## src/rtl/array_list_search_insert_delete_unit_assert.svh

```systemverilog
// assertion macros for the list search/insert/delete unit
`ifndef ARRAY_LIST_SEARCH_INSERT_DELETE_UNIT_ASSERT_SVH
`define ARRAY_LIST_SEARCH_INSERT_DELETE_UNIT_ASSERT_SVH

// property checked on every clock edge outside reset
`define ALSID_ASSERT(lbl, prop, msg) \
	lbl: assert property (@(posedge clk) disable iff (!arst_n) prop) else $error(msg);

// condition that must never be seen outside reset
`define ALSID_NEVER(lbl, cond, msg) \
	lbl: assert property (@(posedge clk) disable iff (!arst_n) !(cond)) else $error(msg);

`endif

```

## src/rtl/alsid_pkg.sv

```systemverilog
`timescale 1ns / 1ps
// ----------------------------------------------------------------------------
// alsid_pkg
// shared constants, codes and command struct of the list search/insert/delete unit
// ----------------------------------------------------------------------------
package alsid_pkg;

	localparam int DEPTH   = 16;
	localparam int VALUE_W = 32;
	localparam int IDX_W   = 4;
	localparam int CNT_W   = 5;
	localparam int KIND_W  = 2;
	localparam int STAT_W  = 2;

	typedef enum logic [KIND_W-1:0] {
		KIND_SEARCH = 2'd0,
		KIND_INSERT = 2'd1,
		KIND_DELETE = 2'd2
	} kind_t;

	typedef enum logic [STAT_W-1:0] {
		STAT_OK        = 2'd0,
		STAT_NOT_FOUND = 2'd1,
		STAT_FULL      = 2'd2,
		STAT_BAD_POS   = 2'd3
	} status_t;

	// controller to datapath commands
	typedef struct packed {
		logic load;     // capture the request beat
		logic compare;  // register match vector result
		logic commit;   // apply update and register the result
	} dp_cmd_t;

endpackage

```

## src/rtl/alsid_datapath.sv

```systemverilog
`timescale 1ns / 1ps
// ----------------------------------------------------------------------------
// alsid_datapath
// entry registers, parallel compare, neighbor shifts and result registers
// ----------------------------------------------------------------------------
module alsid_datapath import alsid_pkg::*; (
	input  logic                clk,
	input  logic                arst_n,
	input  dp_cmd_t             cmd,
	input  logic [KIND_W-1:0]   kind,
	input  logic [VALUE_W-1:0]  value,
	input  logic [CNT_W-1:0]    position,
	input  logic [CNT_W-1:0]    capacity_limit,
	output logic                done,
	output logic                hit,
	output logic [IDX_W-1:0]    result_index,
	output logic [CNT_W-1:0]    entry_count,
	output logic [STAT_W-1:0]   status
);

	logic [VALUE_W-1:0] entries_q [DEPTH];
	logic [VALUE_W-1:0] entries_d [DEPTH];
	logic [VALUE_W-1:0] prev_e    [DEPTH];
	logic [VALUE_W-1:0] next_e    [DEPTH];
	logic [CNT_W-1:0]   count_q, count_d;

	logic [KIND_W-1:0]  kind_q;
	logic [VALUE_W-1:0] value_q;
	logic [CNT_W-1:0]   position_q;

	logic               found;
	logic [IDX_W-1:0]   first_idx;
	logic               match_q;
	logic [IDX_W-1:0]   match_idx_q;

	logic [CNT_W-1:0]   eff_limit;
	logic               is_full;
	logic               pos_ok;
	logic               do_insert, do_delete;

	logic               res_hit;
	logic [IDX_W-1:0]   res_idx;
	status_t            res_status;

	logic               done_q;
	logic               hit_q;
	logic [IDX_W-1:0]   result_index_q;
	logic [CNT_W-1:0]   entry_count_q;
	status_t            status_q;

	// request capture
	always_ff @(posedge clk) begin
		if (cmd.load) begin
			kind_q     <= kind;
			value_q    <= value;
			position_q <= position;
		end
	end

	// neighbor taps
	for (genvar g = 0; g < DEPTH; g++) begin : g_nb
		if (g == 0) begin : g_first
			assign prev_e[g] = '0;
		end else begin : g_prev
			assign prev_e[g] = entries_q[g-1];
		end
		if (g == DEPTH - 1) begin : g_last
			assign next_e[g] = '0;
		end else begin : g_next
			assign next_e[g] = entries_q[g+1];
		end
	end

	// parallel compare over live slots, lowest index wins
	always_comb begin
		found     = 1'b0;
		first_idx = '0;
		for (int i = DEPTH - 1; i >= 0; i--) begin
			if ((CNT_W'(i) < count_q) && (entries_q[i] == value_q)) begin
				found     = 1'b1;
				first_idx = IDX_W'(i);
			end
		end
	end

	always_ff @(posedge clk) begin
		if (cmd.compare) begin
			match_q     <= found;
			match_idx_q <= first_idx;
		end
	end

	// request checks
	assign eff_limit = (capacity_limit > CNT_W'(DEPTH)) ? CNT_W'(DEPTH) : capacity_limit;
	assign is_full   = count_q >= eff_limit;
	assign pos_ok    = (position_q != '0) &&
	                   ({1'b0, position_q} <= ({1'b0, count_q} + (CNT_W+1)'(1)));

	always_comb begin
		do_insert  = 1'b0;
		do_delete  = 1'b0;
		res_hit    = 1'b0;
		res_idx    = '0;
		res_status = STAT_OK;
		unique case (kind_q)
			KIND_SEARCH: begin
				res_hit    = match_q;
				res_idx    = match_q ? match_idx_q : '0;
				res_status = match_q ? STAT_OK : STAT_NOT_FOUND;
			end
			KIND_INSERT: begin
				if (is_full) begin
					res_status = STAT_FULL;
				end else if (!pos_ok) begin
					res_status = STAT_BAD_POS;
				end else begin
					do_insert = 1'b1;
				end
			end
			KIND_DELETE: begin
				res_hit    = match_q;
				res_idx    = match_q ? match_idx_q : '0;
				res_status = match_q ? STAT_OK : STAT_NOT_FOUND;
				do_delete  = match_q;
			end
			default: begin
			end
		endcase
	end

	// next entries: shift right above the insert slot, left above the deleted one
	always_comb begin
		for (int i = 0; i < DEPTH; i++) begin
			entries_d[i] = entries_q[i];
			if (do_insert) begin
				if (CNT_W'(i) == position_q - CNT_W'(1)) begin
					entries_d[i] = value_q;
				end else if ((CNT_W'(i) >= position_q) && (CNT_W'(i) <= count_q)) begin
					entries_d[i] = prev_e[i];
				end
			end else if (do_delete) begin
				if ((CNT_W'(i) >= {1'b0, match_idx_q}) && (CNT_W'(i + 1) < count_q)) begin
					entries_d[i] = next_e[i];
				end else if (CNT_W'(i) == count_q - CNT_W'(1)) begin
					entries_d[i] = '0;
				end
			end
		end
	end

	always_comb begin
		count_d = count_q;
		if (do_insert) begin
			count_d = count_q + CNT_W'(1);
		end else if (do_delete) begin
			count_d = count_q - CNT_W'(1);
		end
	end

	always_ff @(posedge clk) begin
		if (cmd.commit) begin
			for (int i = 0; i < DEPTH; i++) begin
				entries_q[i] <= entries_d[i];
			end
		end
	end

	always_ff @(posedge clk or negedge arst_n) begin
		if (!arst_n) begin
			count_q <= '0;
			done_q  <= 1'b0;
		end else begin
			done_q <= cmd.commit;
			if (cmd.commit) begin
				count_q <= count_d;
			end
		end
	end

	// result registers
	always_ff @(posedge clk) begin
		if (cmd.commit) begin
			hit_q          <= res_hit;
			result_index_q <= res_idx;
			entry_count_q  <= count_d;
			status_q       <= res_status;
		end
	end

	assign done         = done_q;
	assign hit          = hit_q;
	assign result_index = result_index_q;
	assign entry_count  = entry_count_q;
	assign status       = status_q;

endmodule

```

## src/rtl/alsid_ctrl.sv

```systemverilog
`timescale 1ns / 1ps
// ----------------------------------------------------------------------------
// alsid_ctrl
// request sequencer: capture, compare, commit
// ----------------------------------------------------------------------------
`include "array_list_search_insert_delete_unit_assert.svh"

module alsid_ctrl import alsid_pkg::*; (
	input  logic    clk,
	input  logic    arst_n,
	input  logic    start,
	output logic    busy,
	output dp_cmd_t cmd
);

	typedef enum logic [2:0] {
		S_IDLE = 3'b001,
		S_CMP  = 3'b010,
		S_EXEC = 3'b100
	} state_t;

	state_t state_q, state_d;
	logic   accept;

	// a new beat may enter while the previous one commits
	assign busy   = (state_q == S_CMP);
	assign accept = start && !busy;

	always_comb begin
		state_d = state_q;
		unique case (state_q)
			S_IDLE: begin
				if (accept) begin
					state_d = S_CMP;
				end
			end
			S_CMP: begin
				state_d = S_EXEC;
			end
			S_EXEC: begin
				state_d = accept ? S_CMP : S_IDLE;
			end
			default: begin
				state_d = S_IDLE;
			end
		endcase
	end

	always_ff @(posedge clk or negedge arst_n) begin
		if (!arst_n) begin
			state_q <= S_IDLE;
		end else begin
			state_q <= state_d;
		end
	end

	assign cmd.load    = accept;
	assign cmd.compare = (state_q == S_CMP);
	assign cmd.commit  = (state_q == S_EXEC);

	`ALSID_ASSERT(a_load_then_cmp, cmd.load |=> cmd.compare, "load not followed by compare")
	`ALSID_ASSERT(a_cmp_then_exec, cmd.compare |=> cmd.commit, "compare not followed by commit")
	`ALSID_NEVER(a_no_load_in_cmp, cmd.load && cmd.compare, "beat taken during compare")

endmodule

```

## src/rtl/array_list_search_insert_delete_unit.sv

```systemverilog
`timescale 1ns / 1ps
// ----------------------------------------------------------------------------
// array_list_search_insert_delete_unit
// ordered list of up to 16 signed 32-bit values with search, insert, delete
// ----------------------------------------------------------------------------
// usage
//   request channel: drive kind, value, position with start; a beat is taken
//   at the clock edge where start is high and busy is low
//   result channel: done is high for one cycle with hit, result_index,
//   entry_count and status; the receiver cannot stall, so it must take it
//   latency: result shows 2 cycles after the accepting edge (compare cycle,
//   then the commit cycle that also loads the output registers) and is
//   taken at the edge after that
//   throughput: one beat every 2 cycles; busy is high only in the compare
//   cycle, since the 16-slot match vector must be registered before the
//   shift that commits the update
//   config: APB write of capacity_limit at byte address 0, only while idle;
//   reads return the current value, pready is tied high
//   reset: count clears to zero, capacity_limit to 16, no beat in flight;
//   entry storage is not cleared, slots above the count are never compared
// ----------------------------------------------------------------------------
module array_list_search_insert_delete_unit import alsid_pkg::*; (
	input  logic                      clk,
	input  logic                      arst_n,
	// request beat
	input  logic                      start,
	output logic                      busy,
	input  logic [KIND_W-1:0]         kind,
	input  logic signed [VALUE_W-1:0] value,
	input  logic [CNT_W-1:0]          position,
	// result beat
	output logic                      done,
	output logic                      hit,
	output logic [IDX_W-1:0]          result_index,
	output logic [CNT_W-1:0]          entry_count,
	output logic [STAT_W-1:0]         status,
	// configuration
	input  logic                      psel,
	input  logic                      penable,
	input  logic                      pwrite,
	input  logic [2:0]                paddr,
	input  logic [31:0]               pwdata,
	output logic [31:0]               prdata,
	output logic                      pready
);

	dp_cmd_t          cmd;
	logic [CNT_W-1:0] capacity_limit_q;
	logic             cfg_wr;

	// apb: zero-wait, only register 0 is implemented
	assign pready = 1'b1;
	assign cfg_wr = psel && penable && pwrite && pready && (paddr[2] == 1'b0);

	always_ff @(posedge clk or negedge arst_n) begin
		if (!arst_n) begin
			capacity_limit_q <= CNT_W'(DEPTH);
		end else if (cfg_wr) begin
			capacity_limit_q <= pwdata[CNT_W-1:0];
		end
	end

	assign prdata = (paddr[2] == 1'b0) ? {{(32-CNT_W){1'b0}}, capacity_limit_q} : '0;

	// sequencer
	alsid_ctrl u_ctrl (
		.clk    (clk),
		.arst_n (arst_n),
		.start  (start),
		.busy   (busy),
		.cmd    (cmd)
	);

	// storage, compare and result registers
	alsid_datapath u_dp (
		.clk            (clk),
		.arst_n         (arst_n),
		.cmd            (cmd),
		.kind           (kind),
		.value          (value),
		.position       (position),
		.capacity_limit (capacity_limit_q),
		.done           (done),
		.hit            (hit),
		.result_index   (result_index),
		.entry_count    (entry_count),
		.status         (status)
	);

endmodule
```

## config.mk

```make
export PLATFORM = sky130hd
export DESIGN_NAME = array_list_search_insert_delete_unit
export DESIGN_NICKNAME = d
export VERILOG_FILES = /design/src/rtl/alsid_pkg.sv /design/src/rtl/alsid_datapath.sv /design/src/rtl/alsid_ctrl.sv /design/src/rtl/array_list_search_insert_delete_unit.sv
export VERILOG_INCLUDE_DIRS = /design/src /design/src/rtl
export SDC_FILE = /design/constraint.sdc
export NUM_CORES = 2
export LEC_CHECK = 0
export ABC_AREA = 1
export BUFFER_PORTS_ARGS = -buffer_cell sky130_fd_sc_hd__clkbuf_2
export CAP_MARGIN = 20
export CORE_ASPECT_RATIO = 2
export CORE_MARGIN = 2
export CORE_UTILIZATION = 35
export DETAILED_ROUTE_END_ITERATION = 7
export SLEW_MARGIN = 20
export SYNTH_ARGS = -nofsm -noshare
export SYNTH_HDL_FRONTEND = slang
export SYNTH_SLANG_ARGS = --single-unit
```

## constraint.sdc

```tcl
create_clock -name clk -period 11.5 [get_ports clk]
set_input_delay 0.575 -clock clk [delete_from_list [all_inputs] [get_ports clk]]
set_output_delay 0.575 -clock clk [all_outputs]
set_load 0.01 [all_outputs]
```

==> results.md <==
* Outcome: completed
* Routability cong. at 0.997
* Worst-Skew Late Latency at 640 ps
* Die width at 237 um
* Leak at 15.1 nW
* Die span in y at 470 um
* Filler Cells Inserted at 11.0k
* Yosys cell types at 50
* Layout Skew at 22.3 ps
* Max-slew violation count at 0
* CP most frequent cell: nand2_1
* DR WL met2 at 79400 um
* Port Buf Inserts at 69
* Gate count of the mapped netlist at 4488
* Seq cells post-synth at 582
* CP cell instances: o41ai_1 -> nand2_1 -> ha_1 -> a21oi_1 -> nor2_1 -> o21a_1 -> o21ai_1 -> nand2_1 -> nor3_1 -> nand3_4 -> buf_4 -> nand2_2 -> nand2_2 -> inv_1 -> nand2_1 -> a31oi_4 -> buf_4
* Setup_tns at 0 ps
* Max layer used: met5
* HP Class: in -> reg
* Final Cell Area at 41700 um2
* WHS Path Cells at 1
* Initial antenna violation count at 3
* Crit-path max cell delay at 630 ps
* Crit path arrival time at 6190 ps
* Die area at 111000 um2
* CTS max path bufs at 3
* Post-Route M1 WL at 62100 um
* Start point of the worst hold path: value[25]
* Total GRT Usage at 31.3%
* Crit share post-route at 51.5%
* Critical Path Sink Type: flop
* Total of max-cap violations at 0
* WP buf/inv at 3
* Avg Inst Size Synth at 8.46 um2
* Clock sink count at 582
* Cts bufs inserted at 66
* R2r setup slk at 5570 ps
* Post-Syn Area at 38000 um2
* Via count at 36.1k
* Tmin final at 5930 ps
* Vias in the first global route at 34.1k
* Clock transition at path regs at 60 ps
* Peak Freq at 0.169 GHz
* Area Overhead vs Synth at 9.66%
* Share of layout cells above drive strength 1 at 7.97%
* Data required, critical path at 11760 ps
* Top_reg_cell synth: edfxtp_1
* Reg2reg end: u_dp.entries_q[2][18]$_DFFE_PP_
* Final core occ at 38.5%
* Storage cell area at 17400 um2
* Largest net degree at the start of global routing at 218
* Setup WS pre-CTS at 5660 ps
* Worst r2r src: capacity_limit_q[1]$_DFFE_PN0P_
* Routed len/inst at 30.9 um
* Dpl cell area at 39500 um2
* Multi-input logic area at 17400 um2
* Number of synthesized flops with an enable pin at 568
* Setup CP Type: reg -> reg
* Crit path max fanout at 83
* Worst reg2reg path depth at 17
* Post-Route WL at 180000 um
* Post-route ant nets at 0
* Pwr per Cell Area at 159 nW/um2
* Initial Utilization at 35.2%
* Register area share after synthesis at 45.8%
* Crit-path leading delay family: simple AND/OR/NAND/NOR gates
* Io pins at 127
* Slowest-stage cell, CP: buf_4
* First-pass GRT wire length at 250000 um
* Met3 wire length at 18600 um
* Peak supply drop at 0.238 mV
* Post-route setup slack at 5570 ps
* H-tree depth at 3
* Max-Slew Margin vs Limit at 21.7%
* Final Setup Violations at 0
* Ys async rst share at 2.41%
* HPWL Detailed at 119000 um
* Slew @ Worst Pin at 1160 ps
* Final Power at 6.63 mW
* Vias per cell at 6.22
* Cell Rows at 171
* Final Hold Vio Count at 0
* Startpoint type of the worst setup path: flop
* Core outline area at 108000 um2
* Total grt overflow at 0
* WP depth at 17
* YS warnings at 0
* Worst hold endpoint: u_dp.value_q[25]$_DFFE_PP_
* First-pass iteration count of the detailed router at 8
* CTS tree: yes
* Initial DRC count at 5261
* Root buf cell: clkbuf_16
* # DRC at 0
* RSZ-0062 raised after global routing: no
* Fin nets at 4465
==> report_power, final <==
group	switching, mW	internal, mW	total, mW
Clock	0.959	1.22	2.18
Combinational	1.46	0.469	1.93
Sequential	0.0555	2.46	2.52
Total	2.48	4.15	6.63
==> metrics by stage <==
stage / cells / hold slack, ps
5_1_grt: 5802 / 103
4_1_cts: 5801 / 88.8
3_3_place_gp: 5683 / 446
3_5_place_dp: 5683 / 459
2_1_floorplan: 4514 / 279
6_report: 5804 / 108
==> cells by family (layout without fill, tap and decap cells) <==
kind of cell | Yosys count | count (layout) | share of synthesized area (%)
mux | 1 | 1 | 0.0264
compound gates | 1035 | 1035 | 18.5
flops | 582 | 582 | 45.8
buf+inv | 859 | 763 | 9.56
other cells | 2 | 30 | 0.0198
simple gates | 1690 | 1690 | 18.6
xor+xnor | 303 | 303 | 6.99
fa+ha+maj | 16 | 16 | 0.527
==> how the worst max path moves through the flow <==
stage / startpoint / to
after floorplan: capacity_limit_q[1]$_DFFE_PN0P_ / u_dp.entries_q[1][64]$_DFFE_PP_
after global placement: u_dp.count_q[0]$_DFFE_PN0P_ / u_dp.entries_q[2][0]$_DFFE_PP_
after detailed placement: u_dp.count_q[0]$_DFFE_PN0P_ / u_dp.entries_q[2][0]$_DFFE_PP_
after CTS: capacity_limit_q[1]$_DFFE_PN0P_ / u_dp.entries_q[2][27]$_DFFE_PP_
after global routing: capacity_limit_q[1]$_DFFE_PN0P_ / u_dp.entries_q[2][18]$_DFFE_PP_
final: capacity_limit_q[1]$_DFFE_PN0P_ / u_dp.entries_q[2][18]$_DFFE_PP_
==> per-layer routing <==
layer / vias to the layer above / track usage, %
li1: 15386 / -
met1: 17339 / 36.7
met2: 2633 / 48.6
met3: 762 / 6.19
met4: 2 / 28.0
met5: - / 0
==> cells in the mapped netlist, types with 2 or more instances <==
cell	n	area (um2)
a211oi_1	10	75.1
a22oi_1	2	15.0
dfstp_2	2	52.6
dfrtp_1	12	300
clkinv_1	6	22.5
edfxtp_1	568	17100
nor4b_1	3	26.3
nand2_2	2	12.5
and3_1	2	12.5
inv_1	433	1630
o22ai_1	67	419
o2111ai_1	3	26.3
a21oi_1	59	295
nand3b_1	3	22.5
buf_6	3	33.8
clkbuf_1	215	807
conb_1	2	7.51
nor2_1	157	589
nor3_1	28	140
o211ai_1	297	2230
o21ai_1	36	180
ha_1	16	200
a311oi_1	8	70.1
o21ai_0	191	956
or4_1	4	30.0
nor4_1	31	194
nand2_1	1137	4270
a21boi_0	4	30.0
or2_2	8	50.1
buf_2	107	536
xnor2_1	239	2090
nand3_1	219	1100
a221oi_1	24	210
and2_1	5	31.3
o21ai_2	2	17.5
nand4_1	86	538
a31oi_1	5	31.3
o31ai_1	324	2430
nand3_2	3	30.0
xor2_1	64	561
buf_4	66	495
inv_2	10	37.5
buf_1	18	67.6
==> layout make-up <==
| type | count | area share, % |
|---|---|---|
| clock inverters | 33 | 0.640 |
| flip-flops and latches | 582 | 41.8 |
| repair buffers | 197 | 3.20 |
| diodes | 2 | 0.0120 |
| multi-input cells | 3073 | 41.7 |
| clock buffers | 84 | 4.41 |
| inverters | 449 | 4.07 |
| well taps | 1384 | 4.16 |
==> state kept, by name, summed over array words and instances, names as in the netlist, 2 cells and up <==
signal             flops
u_dp.count_q           5
capacity_limit_q       5
u_dp.entry_count       5
u_dp.status            2
u_dp.kind_q            2
u_dp.position_q        5
u_ctrl.state_q         3
u_dp.result_index      4
u_dp.value_q          32
u_dp.entries_q       512
u_dp.match_idx_q       4
==> what timing repair did <==
| action | CTS | global route |
|---|---|---|
| setup buffers | 0 | 0 |
| hold endpoints to repair | 12 | 0 |
| resized for setup | 0 | 0 |
| hold buffers | 1 | 0 |
==> layout by cell type (no fill, tap or decap), types with 20 or more instances in the layout <==
| cell type | count |
|---|---|
| nand2_1 | 1136 |
| edfxtp_1 | 568 |
| inv_1 | 432 |
| o31ai_1 | 324 |
| o211ai_1 | 297 |
| xnor2_1 | 239 |
| nand3_1 | 218 |
| o21ai_0 | 188 |
| nor2_1 | 145 |
| buf_4 | 125 |
| nand4_1 | 86 |
| clkbuf_16 | 71 |
| clkbuf_2 | 69 |
| o22ai_1 | 67 |
| xor2_1 | 64 |
| a21oi_1 | 58 |
| o21ai_1 | 37 |
| nor4_1 | 30 |
| conb_1 | 28 |
| nor3_1 | 24 |
| a221oi_1 | 24 |
| clkinv_1 | 20 |
(Power assumes the default switching activity.)
